### config.mk
export PLATFORM = sky130hd
export DESIGN_NAME = sliding_window_arq_control
export DESIGN_NICKNAME = d
export VERILOG_FILES = /design/src/design/swarq_pkg.sv /design/src/design/swarq_front.sv /design/src/design/swarq_queue.sv /design/src/design/swarq_back.sv /design/src/design/sliding_window_arq_control.sv
export SDC_FILE = /design/constraint.sdc
export NUM_CORES = 1
export LEC_CHECK = 0
export ABC_AREA = 0
export BUFFER_PORTS_ARGS = -buffer_cell sky130_fd_sc_hd__buf_2
export CAP_MARGIN = 20
export CORE_MARGIN = 4
export CORE_UTILIZATION = 50
export CTS_CLUSTER_SIZE = 20
export DETAILED_ROUTE_END_ITERATION = 6
export PLACE_DENSITY = 0.74
export SLEW_MARGIN = 20
export SYNTH_ARGS = -nofsm -noshare
export SYNTH_HDL_FRONTEND = slang
export SYNTH_SLANG_ARGS = --single-unit
### constraint.sdc
create_clock -name clk -period 3.13 [get_ports clk]
set_input_delay 0.626 -clock clk [delete_from_list [all_inputs] [get_ports clk]]
set_output_delay 0.626 -clock clk [all_outputs]
set_load 0.01 [all_outputs]
### src/design/swarq_pkg.sv
// shared types, codes and helpers for the sliding window arq control block
// no dependencies; used by every module under design/
`timescale 1ns / 1ps

package swarq_pkg;

	// sequence numbers and window count
	localparam int SEQ_W       = 3;
	localparam int WINDOWS_DEF = 4;

	// input event codes
	localparam logic [2:0] ACT_CHECK   = 3'd0;
	localparam logic [2:0] ACT_WRITE   = 3'd1;
	localparam logic [2:0] ACT_ACK     = 3'd2;
	localparam logic [2:0] ACT_NAK     = 3'd3;
	localparam logic [2:0] ACT_EOS     = 3'd4;
	localparam logic [2:0] ACT_SEND    = 3'd5;
	localparam logic [2:0] ACT_TIMEOUT = 3'd6;

	// result codes
	localparam logic [2:0] KIND_ACK     = 3'd0;
	localparam logic [2:0] KIND_NAK     = 3'd1;
	localparam logic [2:0] KIND_DELIVER = 3'd2;
	localparam logic [2:0] KIND_CHECK   = 3'd3;
	localparam logic [2:0] KIND_XMIT    = 3'd4;
	localparam logic [2:0] KIND_ILLNAK  = 3'd5;
	localparam logic [2:0] KIND_FULL    = 3'd6;
	localparam logic [2:0] KIND_ARM     = 3'd7;

	typedef struct packed {
		logic [2:0]       action;
		logic [SEQ_W-1:0] window;
	} in_item_t;

	typedef struct packed {
		logic [2:0]       kind;
		logic [SEQ_W-1:0] seq;
		logic             last;
	} out_item_t;

	// classified command handed from front to back
	typedef enum logic [2:0] {
		OP_CHECK,
		OP_WRITE,
		OP_ACK,
		OP_NAK,
		OP_EOS,
		OP_SEND,
		OP_TIMEOUT
	} op_t;

	typedef struct packed {
		op_t              op;
		logic [SEQ_W-1:0] window;
		logic             flush_if_held;
		logic             flush_always;
	} cmd_t;

	// index of the lowest set bit of an 8-bit map
	function automatic logic [SEQ_W-1:0] lowest_set(input logic [7:0] map);
		logic [SEQ_W-1:0] idx;
		idx = '0;
		for (int i = 7; i >= 0; i--) begin
			if (map[i]) begin
				idx = SEQ_W'(i);
			end
		end
		return idx;
	endfunction

endpackage

### src/design/swarq_front.sv
// front end: takes event transfers, drops unknown codes, classifies into commands
// depends on swarq_pkg
`timescale 1ns / 1ps

module swarq_front (
	input  logic               clk,
	input  logic               arst_n,
	input  logic               in_valid,
	output logic               in_ready,
	input  swarq_pkg::in_item_t in_data,
	output logic               push,
	output swarq_pkg::cmd_t    push_cmd,
	input  logic               q_full
);

	logic            valid_s1;
	swarq_pkg::cmd_t cmd_s1;
	swarq_pkg::cmd_t cmd_dec;
	logic            known;

	// decode the event code
	always_comb begin
		cmd_dec               = '0;
		cmd_dec.window        = in_data.window;
		known                 = 1'b1;
		case (in_data.action)
			swarq_pkg::ACT_CHECK: begin
				cmd_dec.op = swarq_pkg::OP_CHECK;
			end
			swarq_pkg::ACT_WRITE: begin
				cmd_dec.op            = swarq_pkg::OP_WRITE;
				cmd_dec.flush_if_held = 1'b1;
			end
			swarq_pkg::ACT_ACK: begin
				cmd_dec.op            = swarq_pkg::OP_ACK;
				cmd_dec.flush_if_held = 1'b1;
			end
			swarq_pkg::ACT_NAK: begin
				cmd_dec.op            = swarq_pkg::OP_NAK;
				cmd_dec.flush_if_held = 1'b1;
			end
			swarq_pkg::ACT_EOS: begin
				cmd_dec.op           = swarq_pkg::OP_EOS;
				cmd_dec.flush_always = 1'b1;
			end
			swarq_pkg::ACT_SEND: begin
				cmd_dec.op = swarq_pkg::OP_SEND;
			end
			swarq_pkg::ACT_TIMEOUT: begin
				cmd_dec.op = swarq_pkg::OP_TIMEOUT;
			end
			default: begin
				cmd_dec.op = swarq_pkg::OP_CHECK;
				known      = 1'b0;
			end
		endcase
	end

	assign push     = valid_s1 && !q_full;
	assign push_cmd = cmd_s1;
	assign in_ready = !valid_s1 || !q_full;

	// stage register in front of the queue
	always_ff @(posedge clk or negedge arst_n) begin
		if (!arst_n) begin
			valid_s1 <= 1'b0;
		end else if (in_valid && in_ready) begin
			valid_s1 <= known;
		end else if (push) begin
			valid_s1 <= 1'b0;
		end
	end

	always_ff @(posedge clk) begin
		if (in_valid && in_ready) begin
			cmd_s1 <= cmd_dec;
		end
	end

endmodule

### src/design/swarq_queue.sv
// two-entry command queue between front and back
// depends on swarq_pkg
`timescale 1ns / 1ps

module swarq_queue (
	input  logic            clk,
	input  logic            arst_n,
	input  logic            push,
	input  swarq_pkg::cmd_t push_cmd,
	output logic            full,
	input  logic            pop,
	output logic            not_empty,
	output swarq_pkg::cmd_t head
);

	swarq_pkg::cmd_t mem_q [2];
	logic            wr_ptr_q;
	logic            rd_ptr_q;
	logic [1:0]      count_q;

	assign full      = count_q == 2'd2;
	assign not_empty = count_q != 2'd0;
	assign head      = mem_q[rd_ptr_q];

	// pointers and fill count
	always_ff @(posedge clk or negedge arst_n) begin
		if (!arst_n) begin
			wr_ptr_q <= 1'b0;
			rd_ptr_q <= 1'b0;
			count_q  <= 2'd0;
		end else begin
			if (push) begin
				wr_ptr_q <= !wr_ptr_q;
			end
			if (pop) begin
				rd_ptr_q <= !rd_ptr_q;
			end
			if (push && !pop) begin
				count_q <= count_q + 2'd1;
			end else if (pop && !push) begin
				count_q <= count_q - 2'd1;
			end
		end
	end

	// storage
	always_ff @(posedge clk) begin
		if (push) begin
			mem_q[wr_ptr_q] <= push_cmd;
		end
	end

endmodule

### src/design/swarq_back.sv
// back end: window state and result sequencer, at most one result per cycle while the receiver takes them
// depends on swarq_pkg
`timescale 1ns / 1ps

module swarq_back #(
	parameter int WINDOWS = swarq_pkg::WINDOWS_DEF
) (
	input  logic                 clk,
	input  logic                 arst_n,
	input  logic                 q_valid,
	input  swarq_pkg::cmd_t      q_cmd,
	output logic                 pop,
	output logic                 out_valid,
	input  logic                 out_ready,
	output swarq_pkg::out_item_t out_data
);

	localparam int SW    = swarq_pkg::SEQ_W;
	localparam int IDX_W = (WINDOWS > 1) ? $clog2(WINDOWS) : 1;
	localparam int CNT_W = $clog2(WINDOWS + 1);
	localparam logic [SW-1:0]    WIN_SEQ = SW'(WINDOWS);
	localparam logic [CNT_W-1:0] WIN_CNT = CNT_W'(WINDOWS);

	typedef enum logic [2:0] {
		ST_IDLE,
		ST_FLUSH,
		ST_EXEC,
		ST_DELIVER,
		ST_ANSWER,
		ST_RETIRE,
		ST_SCAN
	} state_t;

	state_t               state_q;
	swarq_pkg::cmd_t      cmd_q;
	logic [WINDOWS-1:0]   rx_ready_q;
	logic [SW-1:0]        rx_base_q;
	logic [WINDOWS-1:0]   tx_pending_q;
	logic [SW-1:0]        tx_base_q;
	logic [CNT_W-1:0]     tx_count_q;
	logic [7:0]           check_map_q;
	logic                 check_held_q;
	logic [WINDOWS-1:0]   scan_q;
	logic                 out_valid_q;
	swarq_pkg::out_item_t out_data_q;

	logic          can_emit;
	logic          emit_now;
	logic [SW-1:0] map_idx;
	logic [7:0]    map_rest;
	logic [SW-1:0] r_map;
	logic [2:0]    map_kind;
	logic [SW-1:0] r_win;
	logic [2:0]    win_kind;
	logic [SW-1:0] r_tx;
	logic          tx_in_range;
	logic [SW-1:0] scan_idx;
	logic          last_flush;

	assign can_emit  = !out_valid_q || out_ready;
	assign pop       = (state_q == ST_IDLE) && q_valid;
	assign out_valid = out_valid_q;
	assign out_data  = out_data_q;

	// answers for buffered checks and writes, nak range, timeout scan
	always_comb begin
		map_idx    = swarq_pkg::lowest_set(check_map_q);
		map_rest   = check_map_q & ~(8'd1 << map_idx);
		r_map      = map_idx - rx_base_q;
		map_kind   = ((r_map >= WIN_SEQ) || rx_ready_q[r_map[IDX_W-1:0]]) ?
			swarq_pkg::KIND_ACK : swarq_pkg::KIND_NAK;
		r_win      = cmd_q.window - rx_base_q;
		win_kind   = ((r_win >= WIN_SEQ) || rx_ready_q[r_win[IDX_W-1:0]]) ?
			swarq_pkg::KIND_ACK : swarq_pkg::KIND_NAK;
		r_tx        = cmd_q.window - tx_base_q;
		tx_in_range = r_tx < SW'(tx_count_q);
		scan_idx    = swarq_pkg::lowest_set(8'(scan_q));
		last_flush  = (map_rest == 8'd0) &&
			(cmd_q.op == swarq_pkg::OP_ACK || cmd_q.op == swarq_pkg::OP_EOS);
	end

	// a result is loaded into the output register this cycle
	always_comb begin
		case (state_q)
			ST_FLUSH: begin
				emit_now = can_emit && (check_map_q != 8'd0);
			end
			ST_EXEC: begin
				emit_now = can_emit && (cmd_q.op == swarq_pkg::OP_NAK);
			end
			ST_DELIVER: begin
				emit_now = can_emit && rx_ready_q[0];
			end
			ST_ANSWER: begin
				emit_now = can_emit;
			end
			ST_RETIRE: begin
				emit_now = can_emit && !(tx_count_q != '0 && !tx_pending_q[0]);
			end
			ST_SCAN: begin
				emit_now = can_emit;
			end
			default: begin
				emit_now = 1'b0;
			end
		endcase
	end

	// sequencer, window state and output register
	always_ff @(posedge clk or negedge arst_n) begin
		if (!arst_n) begin
			state_q      <= ST_IDLE;
			rx_ready_q   <= '0;
			rx_base_q    <= '0;
			tx_pending_q <= '0;
			tx_base_q    <= '0;
			tx_count_q   <= '0;
			check_map_q  <= '0;
			check_held_q <= 1'b0;
			scan_q       <= '0;
			out_valid_q  <= 1'b0;
			cmd_q        <= '0;
			out_data_q   <= '0;
		end else begin
			if (emit_now) begin
				out_valid_q <= 1'b1;
			end else if (out_ready) begin
				out_valid_q <= 1'b0;
			end
			case (state_q)
				ST_IDLE: begin
					if (q_valid) begin
						cmd_q <= q_cmd;
						if (q_cmd.flush_always || (q_cmd.flush_if_held && check_held_q)) begin
							state_q <= ST_FLUSH;
						end else begin
							state_q <= ST_EXEC;
						end
					end
				end
				// answer buffered checks in ascending order
				ST_FLUSH: begin
					if (check_map_q == 8'd0) begin
						check_held_q <= 1'b0;
						state_q      <= ST_EXEC;
					end else if (can_emit) begin
						out_data_q.kind <= map_kind;
						out_data_q.seq  <= map_idx;
						out_data_q.last <= last_flush;
						check_map_q     <= map_rest;
					end
				end
				ST_EXEC: begin
					case (cmd_q.op)
						swarq_pkg::OP_CHECK: begin
							check_map_q  <= check_map_q | (8'd1 << cmd_q.window);
							check_held_q <= 1'b1;
							state_q      <= ST_IDLE;
						end
						swarq_pkg::OP_WRITE: begin
							if (r_win < WIN_SEQ) begin
								rx_ready_q[r_win[IDX_W-1:0]] <= 1'b1;
							end
							state_q <= ST_DELIVER;
						end
						swarq_pkg::OP_ACK: begin
							if (tx_in_range) begin
								tx_pending_q[r_tx[IDX_W-1:0]] <= 1'b0;
							end
							state_q <= ST_IDLE;
						end
						swarq_pkg::OP_NAK: begin
							if (can_emit) begin
								out_data_q.kind <= tx_in_range ?
									swarq_pkg::KIND_XMIT : swarq_pkg::KIND_ILLNAK;
								out_data_q.seq  <= cmd_q.window;
								out_data_q.last <= 1'b1;
								state_q         <= ST_IDLE;
							end
						end
						swarq_pkg::OP_SEND: begin
							state_q <= ST_RETIRE;
						end
						swarq_pkg::OP_TIMEOUT: begin
							scan_q  <= tx_pending_q;
							state_q <= (tx_pending_q == '0) ? ST_IDLE : ST_SCAN;
						end
						default: begin
							state_q <= ST_IDLE;
						end
					endcase
				end
				// hand up in-order receive windows
				ST_DELIVER: begin
					if (!rx_ready_q[0]) begin
						state_q <= ST_ANSWER;
					end else if (can_emit) begin
						out_data_q.kind <= swarq_pkg::KIND_DELIVER;
						out_data_q.seq  <= rx_base_q;
						out_data_q.last <= 1'b0;
						rx_ready_q      <= rx_ready_q >> 1;
						rx_base_q       <= rx_base_q + SW'(1);
					end
				end
				ST_ANSWER: begin
					if (can_emit) begin
						out_data_q.kind <= win_kind;
						out_data_q.seq  <= cmd_q.window;
						out_data_q.last <= 1'b1;
						state_q         <= ST_IDLE;
					end
				end
				// retire acknowledged slots at the head, then claim one or report the window full
				ST_RETIRE: begin
					if (tx_count_q != '0 && !tx_pending_q[0]) begin
						tx_pending_q <= tx_pending_q >> 1;
						tx_count_q   <= tx_count_q - CNT_W'(1);
						tx_base_q    <= tx_base_q + SW'(1);
					end else if (can_emit) begin
						out_data_q.last <= 1'b1;
						if (tx_count_q < WIN_CNT) begin
							out_data_q.kind                     <= swarq_pkg::KIND_XMIT;
							out_data_q.seq                      <= tx_base_q + SW'(tx_count_q);
							tx_pending_q[tx_count_q[IDX_W-1:0]] <= 1'b1;
							tx_count_q                          <= tx_count_q + CNT_W'(1);
						end else begin
							out_data_q.kind <= swarq_pkg::KIND_FULL;
							out_data_q.seq  <= '0;
						end
						state_q <= ST_IDLE;
					end
				end
				// resend checks for unacknowledged slots, then arm the timer
				ST_SCAN: begin
					if (can_emit) begin
						if (scan_q != '0) begin
							out_data_q.kind <= swarq_pkg::KIND_CHECK;
							out_data_q.seq  <= tx_base_q + scan_idx;
							out_data_q.last <= 1'b0;
							scan_q          <= scan_q & ~(WINDOWS'(1) << scan_idx);
						end else begin
							out_data_q.kind <= swarq_pkg::KIND_ARM;
							out_data_q.seq  <= '0;
							out_data_q.last <= 1'b1;
							state_q         <= ST_IDLE;
						end
					end
				end
				default: begin
					state_q <= ST_IDLE;
				end
			endcase
		end
	end

endmodule

### src/design/sliding_window_arq_control.sv
// sliding window arq control: an event transfer passes the front stage register, the command
// queue and the back sequencer into the output register; a send also waits while acknowledged
// slots retire, and any event may wait in the queue. results follow at most one per cycle while
// the receiver takes them. the back sequencer sets the rate: it pops a new command only in its
// idle state, once the last one is done. reset clears the control state and empties the queue.
// depends on swarq_pkg, swarq_front, swarq_queue, swarq_back
`timescale 1ns / 1ps

module sliding_window_arq_control #(
	parameter int WINDOWS = swarq_pkg::WINDOWS_DEF
) (
	input  logic                 clk,
	input  logic                 arst_n,
	input  logic                 in_valid,
	output logic                 in_ready,
	input  swarq_pkg::in_item_t  in_data,
	output logic                 out_valid,
	input  logic                 out_ready,
	output swarq_pkg::out_item_t out_data
);

	logic            push;
	swarq_pkg::cmd_t push_cmd;
	logic            q_full;
	logic            pop;
	logic            q_valid;
	swarq_pkg::cmd_t q_cmd;

	// event decode
	swarq_front u_front (
		.clk      (clk),
		.arst_n   (arst_n),
		.in_valid (in_valid),
		.in_ready (in_ready),
		.in_data  (in_data),
		.push     (push),
		.push_cmd (push_cmd),
		.q_full   (q_full)
	);

	// command queue
	swarq_queue u_queue (
		.clk       (clk),
		.arst_n    (arst_n),
		.push      (push),
		.push_cmd  (push_cmd),
		.full      (q_full),
		.pop       (pop),
		.not_empty (q_valid),
		.head      (q_cmd)
	);

	// window state and result sequencer
	swarq_back #(
		.WINDOWS (WINDOWS)
	) u_back (
		.clk       (clk),
		.arst_n    (arst_n),
		.q_valid   (q_valid),
		.q_cmd     (q_cmd),
		.pop       (pop),
		.out_valid (out_valid),
		.out_ready (out_ready),
		.out_data  (out_data)
	);

endmodule
# Yosys cells after proc, flatten, opt, wreduce, memory -nomap -nowiden
# Memory sizes are Yosys's and may differ from the RTL's.
# Cells that the tools add are included.
[classes]
n_eq_ne = 42
n_reduce_logical = 65
n_mux = 87
bitwise_logic = 9
n_shift = 3
n_addsub = 11
magnitude_cmp = 12
[op_table]
columns = ["cell", "count"]
rows = [
  ["2-to-1 mux 7 bit", 11],
  ["2-to-1 mux 3 bit", 19],
  ["2-to-1 mux 4 bit", 12],
  ["case mux 7 bit (6 select lines)", 1],
  ["!= test 2 x 1 -> 1 bit, second input constant", 14],
  ["equality test 3 bit, second input constant", 9],
  ["2-to-1 mux 8 bit", 3],
  ["case mux 4 bit (2 select lines)", 3],
  ["case mux 3 bit (7 select lines)", 1],
  ["nonzero test 2 bit", 10],
  ["2-to-1 mux 1 bit", 19],
  ["equality test 3 x 2 -> 1 bit, second input constant", 6],
  ["case mux 3 bit (6 select lines)", 1],
  ["logical NOT 8 bit", 2],
  ["case mux 8 bit (2 select lines)", 1],
  ["<< shifter 1 x 3 -> 8 bit, first input constant", 2],
  ["logical AND 1 bit", 15],
  ["2-to-1 mux 2 bit", 7],
  ["!= test 2 bit, second input constant", 7],
  ["< comparator 2 x 3 -> 1 bit, second input constant", 4],
  ["case mux 3 bit (4 select lines)", 1],
  ["AND reduction 3 bit", 4],
  ["AND reduction 11 bit", 1],
  ["AND reduction 5 bit", 2],
  ["other kinds (40)", 74],
]
[totals]
mem_bits_rw = 16
word_cells = 254
mem_count = 1
inputBits = 10
ff_bits = 60
[mem_list]
columns = ["name", "words", "width", "rd", "rd_clocked_by_memory_dff", "wr", "line_no", "text"]
rows = [
  ["u_queue.mem_q", 2, 8, 1, 0, 1, "swarq_queue.sv:16", "swarq_pkg::cmd_t mem_q [2];"],
]

# Depth between registers and ports, before layout
[depth]
depth_word = 16
mapped_depth = 13
mapped_depth_nobuf = 12

# By module
# A second synthesis with hierarchy kept.
[unflattened]
cells_unflattened = 405
hier_area_um2 = 4367.9
[modules_own_cells]
columns = ["mod", "area_per_inst_um2", "seq_area_each_um2", "cells_each", "instances"]
rows = [
  ["swarq_back", 3261.9, 1176.1, 344, 1],
  ["swarq_queue", 773.2, 580.6, 41, 1],
  ["swarq_front", 332.8, 265.3, 20, 1],
]

# Worst setup path after synthesis
# Ideal clock, no wire load.
[synth_timing]
path_kind = "reg-to-reg"
from = "register u_back.cmd_q[2] (netlist bit)"
to = "register u_back.tx_pending_q[1]"
stages_incl_launch_ff = 14
t_arrival_ps = 2651
setup_ps = 122
synth_period_minus_slack_ps = 2773
n_path_buf = 1
path_slack_ps = 357
cell_sequence = "dfrtp_1 clkbuf_1 inv_1 ha_1 inv_1 fa_1 xor2_1 xnor2_1 ha_1 a21oi_1 o2111ai_1 a2bb2oi_1 o21ai_0 a32o_1"
[synth_via]
elab_chain_len = 10
word_cells_on_any_way = 14
cone_classes = "1 x add/sub; 3 x order compare; 1 x eq/ne; 5 x mux; 2 x bitwise; 2 x reduce/logical"
[synth_lines]
columns = ["element", "line_no", "text"]
rows = [
  ["start, declared", "swarq_back.sv:35", "swarq_pkg::cmd_t cmd_q;"],
  ["start signal, assigned", "swarq_back.sv:133", "cmd_q <= q_cmd;"],
  ["subtractor 3 bit (*)", "swarq_back.sv:75", "r_tx = cmd_q.window - tx_base_q;"],
  ["< comparator 2 x 3 -> 1 bit (implied by the code) or >= comparator 2 x 1 -> 1 bit (tied branches)", "swarq_back.sv:168", "tx_pending_q[r_tx[IDX_W-1:0]] <= 1'b0;"],
  ["logical AND 1 bit (implied by the code)", "swarq_back.sv:168", ""],
  ["2-to-1 mux 1 bit (implied by the code)", "swarq_back.sv:168", ""],
  ["demux 1 bit (select 2 bit)", "--", ""],
  ["NOT 4 bit (no source line)", "--", ""],
  ["AND 4 bit (no source line)", "--", ""],
  ["2-to-1 mux 4 bit", "swarq_back.sv:167", "if (tx_in_range) begin"],
  ["2-to-1 mux 4 bit", "swarq_back.sv:154", "case (cmd_q.op)"],
  ["case mux 4 bit (2 select lines)", "swarq_back.sv:130", "case (state_q)"],
  ["end signal, assigned", "swarq_back.sv:216", "tx_pending_q <= tx_pending_q >> 1;"],
  ["end, declared", "swarq_back.sv:38", "logic [WINDOWS-1:0] tx_pending_q;"],
]
# Mark *: on every way between the ends. The rest lies on a longest branch, timed or not. The select of a mux whose other input is x is not followed.
# A chain may end at the register's enable or synchronous reset.

# Worst setup path after layout
# Same ends and word-level chain as after synthesis.

==> results.cfg <==
[final_layout]
area_delta_synth_final_pct = 10.1
seqCellArea_sq_um = 2020
nFillCells = 739
drive_gt1_share_pct = 12.8
multi_input_area_sq_um = 2080
n_antenna_cell = 0
nets = 468
utilization_pct = 56.9
final_cells = 551

[die]
die_w_microns = 100
die_h_microns = 100
dieArea_sq_um = 10100
rows = 33
ios = 19
start_util_pct = 51.7
core_area_sq_um = 8260

[routing]
routed_via_density = 6.08
firstDrtPassIters = 4
vias = 3349
wl_met2_mm = 4.81
drtAntennaViolNets = 0
wirelength_mm = 9.70
top_layer = met4
met1_length_mm = 4.25
routedWlPerCell_microns = 17.6
met3_length_microns = 444
drc = 0
drt_iter0_drc = 227

[worst_setup_path]
rr_startpoint = u_back.cmd_q[2]
required_ns = 3.39
cp-end-kind = flop
cpMaxStageDelayCell = dfrtp_1
worstPathArrival_ns = 3.07
path_max_fanout = 7
cpPeakStageDelay_ns = 0.39
critical_path.cell_chain = inv_1 -> ha_1 -> inv_1 -> fa_1 -> xor2_1 -> xnor2_1 -> ha_1 -> a21oi_1 -> o2111ai_1 -> a2bb2oi_2 -> o21ai_0 -> a32o_1
rrSetupSlack_ns = 0.32
r2r_cells = 12
reg2reg_to = u_back.tx_pending_q[1]
critPathKind = reg2reg
cp-start-kind = flop

[pwr]
cellLeakagePower_uw = 0.00195
power_density_nw_per_um2 = 1120
ir_drop_mv = 0.487

[synth]
synth_most_common_cell = dfrtp_1
synthCells = 422
yosys_warnings = 0
netlist_area_sq_um = 4270
yosys-top-cells-count = dfrtp_1, nor2_1, nand2_1
syn_nets = 449
synth-seq-cells = 76
yosys_most_used_dff = dfrtp_1
avgSynthCellArea_sq_um = 10.1
ys_seq_area_share_pct = 47.4
yosysTopAreaCellShare_pct = 30.5
synth-async-reset-ratio_pct = 68.4
yosys.area.top_type = dfrtp_1
synth-edff-count = 24
ys_top_cells_by_area = dfrtp_1, edfxtp_1, nor2_1
synth_cell_types = 63

[hold_path]
hold_class = in2async

[clock_network]
clock-sinks = 76
root_buffer = clkbuf_8
path_clk_slew_ns = 0.11
cts_setup_buffers = 0
cts_buffers = 9
cts_tree = yes
cts_max_level = 3
cts_buffer_depth = 2
clock_latency_ns = 0.38

[job]
maxCapViolations = 0

[timing]
setup_tns_ns = 0
slew_violations = 0
max_freq_mhz = 356
finalHoldViolCount = 0
setup_viol = 0
fin_skew_ns = 0.0192
tightest_slew_ns = 0.699
rsz0062_at_grt = false
min_period_ns = 2.81
fin_crit_sh_pct = 89.7
maxSlewHeadroom_pct = 53.3

[placed_design]
dp_hpwl_mm = 6.95
portBuffers = 18
dp_cells = 535
finalWeightedCongestion = 0.871

[global_routing]
grt_pass1_vias = 3434
grt.overflow.total = 0
grt_usage_pct = 21.1
grt_max_degree = 33
grt_pass1_wl_mm = 16.6
antenna_found_initial = 0

[outcome]
outcome = finished clean
[kinds of logic (layout without fill, tap and decap cells)]
kind of cell | after synthesis | after routing | share of synthesized area [%]
compound gates | 114 | 114 | 17.9
xor+xnor | 19 | 19 | 4.22
fa+ha+maj | 18 | 18 | 6.28
buf+inv | 43 | 67 | 3.87
flops | 76 | 76 | 47.4
mux | 13 | 13 | 3.67
simple gates | 139 | 139 | 16.7
[state kept, by name, summed over array words and instances, names as in the netlist, 2 cells and up]
register	flops
u_back.rx_ready_q	4
u_back.check_map_q	8
u_back.tx_base_q	3
u_front.push_cmd	8
u_back.out_data	7
u_back.cmd_q	6
u_back.tx_count_q	3
u_back.tx_pending_q	4
u_back.scan_q	4
u_queue.count_q	2
u_back.state_q	3
u_queue.mem_q	16
u_back.rx_base_q	3
[how the worst max path moves through the flow]
stage                    start                      to  slack [ns]  cells after the start
2_1_floorplan  u_back.cmd_q[2]  u_back.tx_pending_q[1]        0.36                     13
3_3_place_gp   u_back.cmd_q[2]  u_back.tx_pending_q[1]        0.36                     12
3_5_place_dp   u_back.cmd_q[2]  u_back.tx_pending_q[1]        0.24                     12
4_1_cts        u_back.cmd_q[2]  u_back.tx_pending_q[1]        0.22                     12
5_1_grt        u_back.cmd_q[2]  u_back.tx_pending_q[1]        0.11                     12
6_report       u_back.cmd_q[2]  u_back.tx_pending_q[1]        0.32                     12
[where the power goes]
part / leakage [uW] / internal (uW) / switching (uW) / total (uW)
registers: 0.000870 / 1400 / 472 / 1870
logic: 0.000970 / 1120 / 1440 / 2570
clock network: 0.000110 / 392 / 448 / 840
total: 0.00195 / 2910 / 2360 / 5280
[worst max-delay path: cells and delay by family, from the launching register on]
family | cells | cell delay [ns]
DFF | 1 | 0.39
buffers and inverters | 2 | 0.15
xor gates and xnor gates | 2 | 0.30
AOI/OAI and AO/OA | 5 | 1.03
adders and majority gates | 3 | 0.84
[layout by cell type, fill, tap and decap left out, types with 11 or more instances in the layout]
cell,synthesis,layout
a21oi_1,26,26
dfrtp_1,52,52
nand2_1,37,37
nor2_1,41,41
buf_2,3,18
edfxtp_1,24,24
nor3_1,14,14
inv_1,25,25
o21ai_0,30,30
ha_1,11,11
[metrics by stage]
| stage | setup WS, ns | instance area [sq um] | hold WS [ns] | power [uW] |
|---|---|---|---|---|
| 3_3_place_gp | 0.361 | 4480 | 0.424 | 4310 |
| 6_report | 0.321 | 4700 | 0.195 | 5280 |
| 5_1_grt | 0.108 | 4700 | 0.234 | 5680 |
| 4_1_cts | 0.215 | 4690 | 0.215 | 5260 |
| 2_1_floorplan | 0.357 | 4270 | 0.330 | 3700 |
| 3_5_place_dp | 0.239 | 4480 | 0.433 | 4410 |
[per-layer routing]
layer | track usage (%) | vias to the layer above
li1 | - | 1580
met4 | 9.12 | 0
met5 | 0 | -
met3 | 3.82 | 18
met1 | 28.0 | 1662
met2 | 33.8 | 89
[what timing repair did]
action                                  4_1_cts  5_1_grt
endpoints found under the hold margin         0        0
hold buffers                                  0        0
resized for setup                             0        1
endpoints found under the setup margin        0        1
[cell type report]
| class | instances | share of cell area [%] |
|---|---|---|
| Clock buffer | 9 | 2.64 |
| Timing Repair Buffer | 26 | 3.20 |
| Tap cell | 105 | 2.80 |
| Inverter | 25 | 2.00 |
| Sequential cell | 76 | 43.1 |
| Clock inverter | 7 | 1.92 |
| Multi-Input combinational cell | 303 | 44.4 |
(Power assumes the default switching activity.)
